## src/design/shs_pkg.sv

```systemverilog
// Package for the SHA-256 stream hasher: word types, round constants,
// initial hash values, status and kind codes, the sequencer state type and
// the SHA-256 sigma functions. No dependencies.
package shs_pkg;

  typedef logic [31:0] word_t;
  typedef word_t hash_t [8];

  localparam int OUT_TDATA_W = 40;

  localparam logic KIND_ABSORB = 1'b0;
  localparam logic KIND_FINISH = 1'b1;

  localparam logic [1:0] STATUS_OK        = 2'd0;
  localparam logic [1:0] STATUS_FINALIZED = 2'd1;
  localparam logic [1:0] STATUS_RANGE     = 2'd2;

  typedef enum logic [2:0] {
    ST_IDLE,
    ST_ROUND,
    ST_FOLD,
    ST_PAD,
    ST_EMIT,
    ST_ERR
  } state_t;

  localparam word_t HASH_INIT [8] = '{
    32'h6a09e667, 32'hbb67ae85, 32'h3c6ef372, 32'ha54ff53a,
    32'h510e527f, 32'h9b05688c, 32'h1f83d9ab, 32'h5be0cd19
  };

  localparam word_t ROUND_K [64] = '{
    32'h428a2f98, 32'h71374491, 32'hb5c0fbcf, 32'he9b5dba5,
    32'h3956c25b, 32'h59f111f1, 32'h923f82a4, 32'hab1c5ed5,
    32'hd807aa98, 32'h12835b01, 32'h243185be, 32'h550c7dc3,
    32'h72be5d74, 32'h80deb1fe, 32'h9bdc06a7, 32'hc19bf174,
    32'he49b69c1, 32'hefbe4786, 32'h0fc19dc6, 32'h240ca1cc,
    32'h2de92c6f, 32'h4a7484aa, 32'h5cb0a9dc, 32'h76f988da,
    32'h983e5152, 32'ha831c66d, 32'hb00327c8, 32'hbf597fc7,
    32'hc6e00bf3, 32'hd5a79147, 32'h06ca6351, 32'h14292967,
    32'h27b70a85, 32'h2e1b2138, 32'h4d2c6dfc, 32'h53380d13,
    32'h650a7354, 32'h766a0abb, 32'h81c2c92e, 32'h92722c85,
    32'ha2bfe8a1, 32'ha81a664b, 32'hc24b8b70, 32'hc76c51a3,
    32'hd192e819, 32'hd6990624, 32'hf40e3585, 32'h106aa070,
    32'h19a4c116, 32'h1e376c08, 32'h2748774c, 32'h34b0bcb5,
    32'h391c0cb3, 32'h4ed8aa4a, 32'h5b9cca4f, 32'h682e6ff3,
    32'h748f82ee, 32'h78a5636f, 32'h84c87814, 32'h8cc70208,
    32'h90befffa, 32'ha4506ceb, 32'hbef9a3f7, 32'hc67178f2
  };

  function automatic word_t big_sigma0(input word_t x);
    return {x[1:0], x[31:2]} ^ {x[12:0], x[31:13]} ^ {x[21:0], x[31:22]};
  endfunction

  function automatic word_t big_sigma1(input word_t x);
    return {x[5:0], x[31:6]} ^ {x[10:0], x[31:11]} ^ {x[24:0], x[31:25]};
  endfunction

  function automatic word_t small_sigma0(input word_t x);
    return {x[6:0], x[31:7]} ^ {x[17:0], x[31:18]} ^ {3'b000, x[31:3]};
  endfunction

  function automatic word_t small_sigma1(input word_t x);
    return {x[16:0], x[31:17]} ^ {x[18:0], x[31:19]} ^ {10'd0, x[31:10]};
  endfunction

endpackage

```

## src/design/shs_round.sv

```systemverilog
// One SHA-256 compression round and one message schedule step.
// Shared by all 64 rounds of a block; depends on shs_pkg.
module shs_round import shs_pkg::*; (
  input  hash_t work_in,
  input  word_t k,
  input  word_t w0,
  input  word_t w1,
  input  word_t w9,
  input  word_t w14,
  output hash_t work_out,
  output word_t w_new
);

  word_t ch;
  word_t maj;
  word_t t1;
  word_t t2;

  always_comb begin
    ch  = (work_in[4] & work_in[5]) ^ (~work_in[4] & work_in[6]);
    maj = (work_in[0] & work_in[1]) ^ (work_in[0] & work_in[2]) ^
          (work_in[1] & work_in[2]);
    t1  = work_in[7] + big_sigma1(work_in[4]) + ch + k + w0;
    t2  = big_sigma0(work_in[0]) + maj;
    work_out[0] = t1 + t2;
    work_out[1] = work_in[0];
    work_out[2] = work_in[1];
    work_out[3] = work_in[2];
    work_out[4] = work_in[3] + t1;
    work_out[5] = work_in[4];
    work_out[6] = work_in[5];
    work_out[7] = work_in[6];
    // Word t+16 of the schedule, from the 16-word window that starts at word t.
    w_new = w0 + small_sigma0(w1) + w9 + small_sigma1(w14);
  end

endmodule

```

## src/design/sha256_stream_hasher.sv

```systemverilog
// SHA-256 stream hasher top level: byte input, digest word output.
// Depends on shs_pkg and shs_round.
//
// Input channel s_axis: tuser is the kind (0 absorb, 1 finish), tdata the
// message byte. Output channel m_axis: tuser is the status (0 digest word,
// 1 already finalized, 2 length out of range), tdata carries the digest word
// and its index, tlast marks the final item of a run.
// The byte that completes a 64-byte block starts a compression of 64 rounds
// through the single round unit, then a fold step that adds the working
// words into the hash words.
// A finish writes the padding one byte a cycle up to the end of the block,
// compresses it, and when the length does not fit, pads and compresses a
// second block. Then eight digest items follow, one per cycle while the
// receiver takes them.
// An error answers with a single item in the cycle after the input item.
// The block takes no input while it compresses, pads or has a result
// waiting; a stalled receiver simply holds the block in that state.
// Reset loads the standard initial hash values and clears the byte count and
// the finalized mark; after a finish every item gets a finalized error until
// the next reset.
module sha256_stream_hasher import shs_pkg::*; (
  input  logic                   clk,
  input  logic                   rst,
  input  logic                   s_axis_tvalid,
  output logic                   s_axis_tready,
  input  logic [7:0]             s_axis_tdata,   // data_byte
  input  logic                   s_axis_tuser,   // kind
  output logic                   m_axis_tvalid,
  input  logic                   m_axis_tready,
  output logic [OUT_TDATA_W-1:0] m_axis_tdata,   // digest_word, word_index, zero fill
  output logic [1:0]             m_axis_tuser,   // status
  output logic                   m_axis_tlast    // last
);

  state_t      state, state_next;
  hash_t       hash_q;
  hash_t       work;
  hash_t       round_out;
  word_t       sched [16];
  word_t       sched_new;
  logic [5:0]  count;
  logic [63:0] total;
  logic        finalized;
  logic        padding;
  logic        pad_first;
  logic        len_block;
  logic [5:0]  rnd;
  logic [2:0]  out_idx;
  logic [1:0]  err_status;

  logic        do_absorb;
  logic        do_finish;
  logic        do_error;
  logic [1:0]  err_code;
  logic        start_round;
  logic        wr_en;
  logic [7:0]  wr_byte;
  logic [7:0]  pad_byte;
  logic [63:0] bit_len;

  shs_round u_round (
    .work_in  (work),
    .k        (ROUND_K[rnd]),
    .w0       (sched[0]),
    .w1       (sched[1]),
    .w9       (sched[9]),
    .w14      (sched[14]),
    .work_out (round_out),
    .w_new    (sched_new)
  );

  always_ff @(posedge clk) begin
    if (rst) begin
      state <= ST_IDLE;
    end else begin
      state <= state_next;
    end
  end

  always_comb begin
    bit_len = {total[60:0], 3'b000};
    // The length occupies the last eight bytes of the final block, high byte first.
    if (pad_first) begin
      pad_byte = 8'h80;
    end else if (len_block && count[5:3] == 3'b111) begin
      pad_byte = bit_len[{~count[2:0], 3'b000} +: 8];
    end else begin
      pad_byte = 8'h00;
    end
  end

  always_comb begin
    state_next    = state;
    s_axis_tready = 1'b0;
    m_axis_tvalid = 1'b0;
    m_axis_tdata  = '0;
    m_axis_tuser  = err_status;
    m_axis_tlast  = 1'b1;
    do_absorb     = 1'b0;
    do_finish     = 1'b0;
    do_error      = 1'b0;
    err_code      = STATUS_FINALIZED;
    start_round   = 1'b0;
    wr_en         = 1'b0;
    wr_byte       = s_axis_tdata;
    case (state)
      ST_IDLE: begin
        s_axis_tready = 1'b1;
        if (s_axis_tvalid) begin
          if (finalized) begin
            do_error   = 1'b1;
            err_code   = STATUS_FINALIZED;
            state_next = ST_ERR;
          end else if (s_axis_tuser == KIND_ABSORB) begin
            if (&total) begin
              do_error   = 1'b1;
              err_code   = STATUS_RANGE;
              state_next = ST_ERR;
            end else begin
              do_absorb = 1'b1;
              wr_en     = 1'b1;
              if (&count) begin
                start_round = 1'b1;
                state_next  = ST_ROUND;
              end
            end
          end else if (|total[63:61]) begin
            do_error   = 1'b1;
            err_code   = STATUS_RANGE;
            state_next = ST_ERR;
          end else begin
            do_finish  = 1'b1;
            state_next = ST_PAD;
          end
        end
      end
      ST_ROUND: begin
        if (&rnd) begin
          state_next = ST_FOLD;
        end
      end
      ST_FOLD: begin
        if (!padding) begin
          state_next = ST_IDLE;
        end else if (len_block) begin
          state_next = ST_EMIT;
        end else begin
          state_next = ST_PAD;
        end
      end
      ST_PAD: begin
        wr_en   = 1'b1;
        wr_byte = pad_byte;
        if (&count) begin
          start_round = 1'b1;
          state_next  = ST_ROUND;
        end
      end
      ST_EMIT: begin
        m_axis_tvalid = 1'b1;
        m_axis_tdata  = {5'd0, out_idx, hash_q[out_idx]};
        m_axis_tuser  = STATUS_OK;
        m_axis_tlast  = &out_idx;
        if (m_axis_tready && &out_idx) begin
          state_next = ST_IDLE;
        end
      end
      ST_ERR: begin
        m_axis_tvalid = 1'b1;
        if (m_axis_tready) begin
          state_next = ST_IDLE;
        end
      end
      default: begin
        state_next = ST_IDLE;
      end
    endcase
  end

  always_ff @(posedge clk) begin
    if (rst) begin
      hash_q     <= HASH_INIT;
      count      <= '0;
      total      <= '0;
      finalized  <= 1'b0;
      padding    <= 1'b0;
      pad_first  <= 1'b0;
      len_block  <= 1'b0;
      rnd        <= '0;
      out_idx    <= '0;
      err_status <= STATUS_OK;
    end else begin
      // Bytes land big-endian in the 16-word window that later serves as the schedule.
      if (wr_en) begin
        sched[count[5:2]][{~count[1:0], 3'b000} +: 8] <= wr_byte;
        count <= count + 6'd1;
      end
      if (do_absorb) begin
        total <= total + 64'd1;
      end
      if (do_finish) begin
        finalized <= 1'b1;
        padding   <= 1'b1;
        pad_first <= 1'b1;
        len_block <= (count[5:3] != 3'b111);
      end
      if (state == ST_PAD) begin
        pad_first <= 1'b0;
      end
      if (do_error) begin
        err_status <= err_code;
      end
      if (start_round) begin
        work <= hash_q;
        rnd  <= '0;
      end
      if (state == ST_ROUND) begin
        work <= round_out;
        for (int i = 0; i < 15; i++) begin
          sched[i] <= sched[i+1];
        end
        sched[15] <= sched_new;
        rnd <= rnd + 6'd1;
      end
      if (state == ST_FOLD) begin
        for (int i = 0; i < 8; i++) begin
          hash_q[i] <= hash_q[i] + work[i];
        end
        if (padding && !len_block) begin
          len_block <= 1'b1;
        end
      end
      if (state == ST_EMIT && m_axis_tready) begin
        out_idx <= out_idx + 3'd1;
        if (&out_idx) begin
          padding <= 1'b0;
        end
      end
    end
  end

endmodule

```

## config.mk

```make
export PLATFORM = sky130hd
export DESIGN_NAME = sha256_stream_hasher
export DESIGN_NICKNAME = d
export VERILOG_FILES = /design/src/design/shs_pkg.sv /design/src/design/shs_round.sv /design/src/design/sha256_stream_hasher.sv
export SDC_FILE = /design/constraint.sdc
export NUM_CORES = 2
export LEC_CHECK = 0
export ABC_CLOCK_PERIOD_IN_PS = 8800
export CAP_MARGIN = 10
export CORE_MARGIN = 2
export CORE_UTILIZATION = 29
export CTS_CLUSTER_DIAMETER = 30
export DETAILED_ROUTE_END_ITERATION = 10
export DONT_BUFFER_PORTS = 1
export PLACE_DENSITY_LB_ADDON = 0.08
export SYNTH_ARGS = -nofsm -noshare
export SYNTH_HDL_FRONTEND = slang
export SYNTH_SLANG_ARGS = --single-unit
```

## constraint.sdc

```tcl
create_clock -name clk -period 8.8 [get_ports clk]
set_input_delay 1.76 -clock clk [delete_from_list [all_inputs] [get_ports clk]]
set_output_delay 1.76 -clock clk [all_outputs]
set_load 0.01 [all_outputs]
```

Word level (Yosys, flattened, before mapping)
Memories as Yosys holds them, arrays and structs flattened.
Cells that the tools add are included.
- magnitude comparators: 2
- multiplexer cells: 73
- equal/unequal tests: 11
- bitwise operators: 22
- shift-type cells: 3
- reductions and logical operators: 17
- add/sub/neg operators: 23
- operators with widths (kind ; number):
    $add A32 B32 Y32 ; 18
    $mux W256 ; 2
    $xor A32 B32 Y32 ; 9
    $mux W32 ; 7
    $and A32 B32 Y32 ; 5
    $bmux W32 S3 ; 1
    $add A64 B1 Y64 const B ; 1
    $reduce_and A64 Y1 ; 1
    $shiftx A64 B7 Y8 ; 1
    $mux W1 ; 35
    $mux W35 ; 1
    $mux W3 ; 11
    $not A32 Y32 ; 1
    $reduce_or A32 Y1 ; 1
    $shift A8 B7 Y32 const A ; 1
    $shiftx A8 B7 Y32 ; 1
    $xor A32 B22 Y32 ; 1
    $xor A32 B29 Y32 ; 1
    $mux W8 ; 3
    $pmux W3 S6 ; 1
    $mux W2 ; 7
    $add A6 B1 Y6 const B ; 2
    $mux W6 ; 2
    $reduce_and A6 Y1 ; 2
    other kinds (25) ; 36
- register bits after elaboration: 600
- ROM bits: 2048
- memories: 2
- output and inout port bits: 45
- word-level logic and storage cells: 179
- input bits: 13
- memory bits (writable): 512
- memory list (name ; words ; width ; rd ports ; clocked after Yosys merged registers in ; wr ports ; RTL line ; source):
    (name not given) ; 64 ; 32 ; 1 ; 0 ; 0 ; sha256_stream_hasher.sv:63 ; .k (ROUND_K[rnd]),
    sched ; 16 ; 32 ; 16 ; 0 ; 16 ; sha256_stream_hasher.sv:39 ; word_t sched [16];

Longest topological paths before layout
- depth after elaboration: 10
- mapped depth: 39

Hierarchy
Synthesis repeated with hierarchy kept, for this count alone.
- cells, all modules: 8378
- area, all modules: 75760.2 µm²
- by module, submodules not included (module ; instances ; cells an instance ; sequential area each (µm²) ; area an instance (µm²)):
    sha256_stream_hasher ; 1 ; 6599 ; 29948.7 ; 60904.7
    shs_round ; 1 ; 1779 ; 0.0 ; 14855.5

Worst setup path after synthesis
OpenSTA, ideal clock, no wires.
- path type: input port to flip-flop
- start: in s_axis_tuser
- end: reg work[0] (netlist bit) (enable)
- stages on the path: 6
- setup slack: -0.573 ns
- arrival: 8.724 ns
- setup time: 0.648 ns
- buffers on the path: 1
- cell sequence: a311oi_4 nand2_4 and2_1 buf_2 o21ai_1 and2_1
- cells in the longest elaborated chain, start to end: 6
- RTL lines (item ; RTL line ; source):
    start, declared ; sha256_stream_hasher.sv:27 ; input logic s_axis_tuser,
    $mux W1 ; sha256_stream_hasher.sv:114 ; end else if (s_axis_tuser == KIND_ABSORB) begin
    $mux W1 ; sha256_stream_hasher.sv:110 ; if (finalized) begin
    $mux W1 ; sha256_stream_hasher.sv:109 ; if (s_axis_tvalid) begin
    $pmux W1 S2 ; sha256_stream_hasher.sv:106 ; case (state)
    $reduce_bool A2 Y1 (no line) ; n/a ;
    $reduce_and A2 Y1 (no line) ; n/a ;
    end signal, assigned ; sha256_stream_hasher.sv:214 ; work <= hash_q;
    end signal, assigned ; sha256_stream_hasher.sv:218 ; work <= round_out;
    end, declared ; sha256_stream_hasher.sv:37 ; hash_t work;
No other way between the ends.
A chain may end at the register's enable or synchronous reset.

Final worst setup path
- start: reg rnd[0]
- end: reg work[255] (netlist bit), data pin
- cells in the longest elaborated chain, start to end: 8
- RTL lines (item ; RTL line ; source):
    start, declared ; sha256_stream_hasher.sv:47 ; logic [5:0] rnd;
    start signal, assigned ; sha256_stream_hasher.sv:223 ; rnd <= rnd + 6'd1;
    $not A6 Y7 (implied by the code) ; sha256_stream_hasher.sv:63 ;
    $mem_v2 Z64 W32 ; n/a ;
    $mux W32 (implied by the code) (2 in a row) ; sha256_stream_hasher.sv:63 ;
    $add A32 B32 Y32 (2 in a row) ; shs_round.sv:23 ; t1 = work_in[7] + big_sigma1(work_in[4]) + ch + k + w0;
    $add A32 B32 Y32 ; shs_round.sv:25 ; work_out[0] = t1 + t2;
    $mux W256 ; sha256_stream_hasher.sv:217 ; if (state == ST_ROUND) begin
No other way between the ends. The select of a mux whose other input is x is not followed.

==> metrics.md <==
| Metric | Value |
|---|---|
| Setup TNS | 0 ns |
| Row count | 185 |
| Die area | 259000 um^2 |
| Post-route DRC violation count | 0 |
| Synth area leader | edfxtp_1 |
| Syn. warnings | 0 |
| Fin. Hold Viols | 0 |
| Post-synth EDFFs | 768 |
| Maximum number of pins on one net before global-route repair | 248 |
| Crit share post-route | 95.2% |
| Clock sinks | 1112 |
| Post-synth cell types | 99 |
| DIE WIDTH | 509 um |
| Post-Synth Adder-Cell Area | 12.2% |
| Slew margin rel. | 17.6% |
| Worst EP required | 9.33 ns |
| Most frequent cells in the layout | nand2_1 (2032), edfxtp_1 (768), a21oi_1 (491) |
| DRT Pass-1 Iters | 6 |
| Top post-synthesis cells by area | edfxtp_1 (31%), nand2_1 (10%), dfxtp_1 (9.3%), ha_1 (6.9%), fa_1 (5.3%) |
| Main combinational cell family by area after synthesis | simple AND/OR/NAND/NOR gates |
| Synth Instances | 8111 |
| HP Class | reg2reg |
| Critical path endpoint category | flop |
| Synth top area share | 31.1% |
| Slowest stage delay, CP | 0.59 ns |
| Met3 usage | 3.06% |
| Commonest non-fill, non-tap cell in the layout | nand2_1 |
| RSZ-0062 raised after global routing | false |
| Nets | 8846 |
| Post-synth top flop | edfxtp_1 |
| Worst Tran Pin Value | 1.22 ns |
| Max Clk Rate | 119 MHz |
| Clk slew on worst S/H paths | 0.04 ns |
| Wire per inst | 24.7 um |
| Clock Path Buffers | 4 |
| CP most frequent cell | a21oi_1 |
| Grt total ovfl | 0 |
| Max H-tree Level | 5 |
| Area growth, synth to finish | 21.3% |
| Crit-path slowest cell | fa_1 |
| DR iter-0 viols | 4904 |
| Finish-stage setup viols | 0 |
| Vias | 60919 |
| Max cap viols | 0 |
| Final Skew | 0.0881 ns |
| Synth Register Bits | 1112 |
| DRT antenna net count | 0 |
| Max-slew violation count | 0 |
| # IOs | 58 |
| Worst path arrival time | 8.91 ns |
| Xor and xnor area share after synthesis | 7.35% |
| Initial antenna violation count | 4 |
| GRT Resource Usage Total | 22.2% |
| Netlist Area Pre-Place | 74100 um^2 |
| Total routed wirelength | 294000 um |
| Global Route met1 Usage | 30.9% |
| Fraction of the mapped netlist area in compound gates | 15.0% |
| Post-synthesis mux area share | 3.70% |
| Clock Latency Late Sink | 0.91 ns |
| Async set-reset flop share out of synthesis | 0% |
| Tmin final | 8.38 ns |
| Number of buffers created by CTS | 359 |
| Worst Path Class, Setup | reg2reg |
| Worst path bufs/invs | 4 |
| Status | finished clean |
| Initial Utilization | 29.2% |
| Startpoint types | flop |
| First-pass GRT wire length | 427000 um |
| CTS tree | done |
| Routability cong. | 0.926 |
| GR met2 Demand/Resource | 35.5% |
| Gr busiest metal | met2 |
| Post-Synth Simple-Gate Area | 17.0% |
| Layout cells sized above 1 | 10.5% |
| Core box area | 254000 um^2 |
| Via/cell ratio | 5.12 |
| Die Y | 509 um |
| HPWL after DPL | 218000 um |
| CTS root buffer | clkbuf_16 |
| Avg Inst Size Synth | 9.13 um^2 |
| CP top delay family | compound AO/OA/AOI/OAI gates |
| Vias in the first global route | 59996 |
| Seq/Total Area, Yosys | 40.4% |
| Port Buffers | 0 |
| Crit path max fanout | 13 |
==> layer usage <==
| metal | wire [um] | share of wire [%] | up-vias |
|---|---|---|---|
| li1 | - | - | 28549 |
| met1 | 137000 | 47 | 30318 |
| met2 | 135000 | 46 | 1630 |
| met3 | 13400 | 4.6 | 422 |
| met4 | 8610 | 2.9 | 0 |
| met5 | 0 | 0 | - |
==> flip-flops by register name, summed over array words and instances, names as in the netlist <==
name        flops
sched         512
hash_q        256
work          256
total          64
count           6
rnd             6
out_idx         3
state           3
err_status      2
finalized       1
len_block       1
pad_first       1
padding         1
==> cell families after synthesis <==
family	Yosys count
AO/OA/AOI/OAI	1775
XOR/XNOR	620
adder cells (fa/ha/maj)	605
buffers and inverters	856
flip-flops	1112
multiplexers	167
other	1
AND/OR/NAND/NOR	2975
==> worst reg2reg max path: cells and delay by family, from the launching register on <==
kind,cells,cell delay [ns]
buffers and inverters,4,0.49
xor gates and xnor gates,2,0.44
adders and majority gates,5,1.73
AOI/OAI and AO/OA,19,3.86
and+or+nand+nor,5,0.65
DFF,1,0.33
muxes,1,0.54
==> cell usage after synthesis (85+ instances only) <==
cell type,number
nand2_1,2034
nor2_1,367
clkbuf_1,371
nor3_1,93
ha_1,407
dfxtp_1,344
edfxtp_1,768
xnor2_1,398
inv_1,420
fa_1,195
a21o_1,282
nand3_1,120
o211ai_1,85
o21ai_0,473
a21oi_1,492
xor2_1,221
==> metrics by stage <==
| stage | cells | util (%) | setup slack, ns | area (um^2) | hold WS [ns] |
|---|---|---|---|---|---|
| final | 11895 | 35.4 | 0.420 | 89800 | 0.480 |
| after global routing | 11894 | 35.4 | 0.00356 | 89800 | 0.514 |
| after CTS | 11888 | 35.4 | 0.351 | 89800 | 0.485 |
| after detailed placement | 11231 | 30.8 | 0.401 | 78200 | 0.480 |
| after global placement | 11229 | 30.8 | 0.418 | 78200 | 0.474 |
| after floorplan | 8115 | - | 0.931 | 74100 | 0.453 |
==> final cells by class <==
| class | instances | area (um^2) |
|---|---|---|
| sequential | 1112 | 30000 |
| antenna | 2 | 5.00 |
| clock inverter | 161 | 1600 |
| clock buffer | 496 | 10000 |
| fill | 25866 | 164000 |
| tap | 3366 | 4210 |
| timing repair buffer | 190 | 1520 |
| inverter | 421 | 1590 |
| multi-input combinational | 6147 | 40900 |
==> path summary, 6_finish.rpt <==
kind	from	to	slack (ns)	depth (start not counted)
setup / recovery	rnd[0]$_SDFFE_PP0N_	work[255]$_DFFE_PP_	0.42	36
hold / removal	hash_q[222]$_SDFFE_PP0N_	hash_q[222]$_SDFFE_PP0N_	0.48	2
setup reg to reg	rnd[0]$_SDFFE_PP0N_	work[255]$_DFFE_PP_	0.42	36
hold reg to reg	hash_q[222]$_SDFFE_PP0N_	hash_q[222]$_SDFFE_PP0N_	0.48	2
==> timing repair <==
item,4_1_cts,5_1_grt
resized for setup,0,4
buffers inserted,0,0
hold buffers,0,0
setup endpoints to repair,0,4
Power is left out: the tool's default activity adds up to more than one toggle a clock period on the data nets, which glitch-free logic cannot reach.
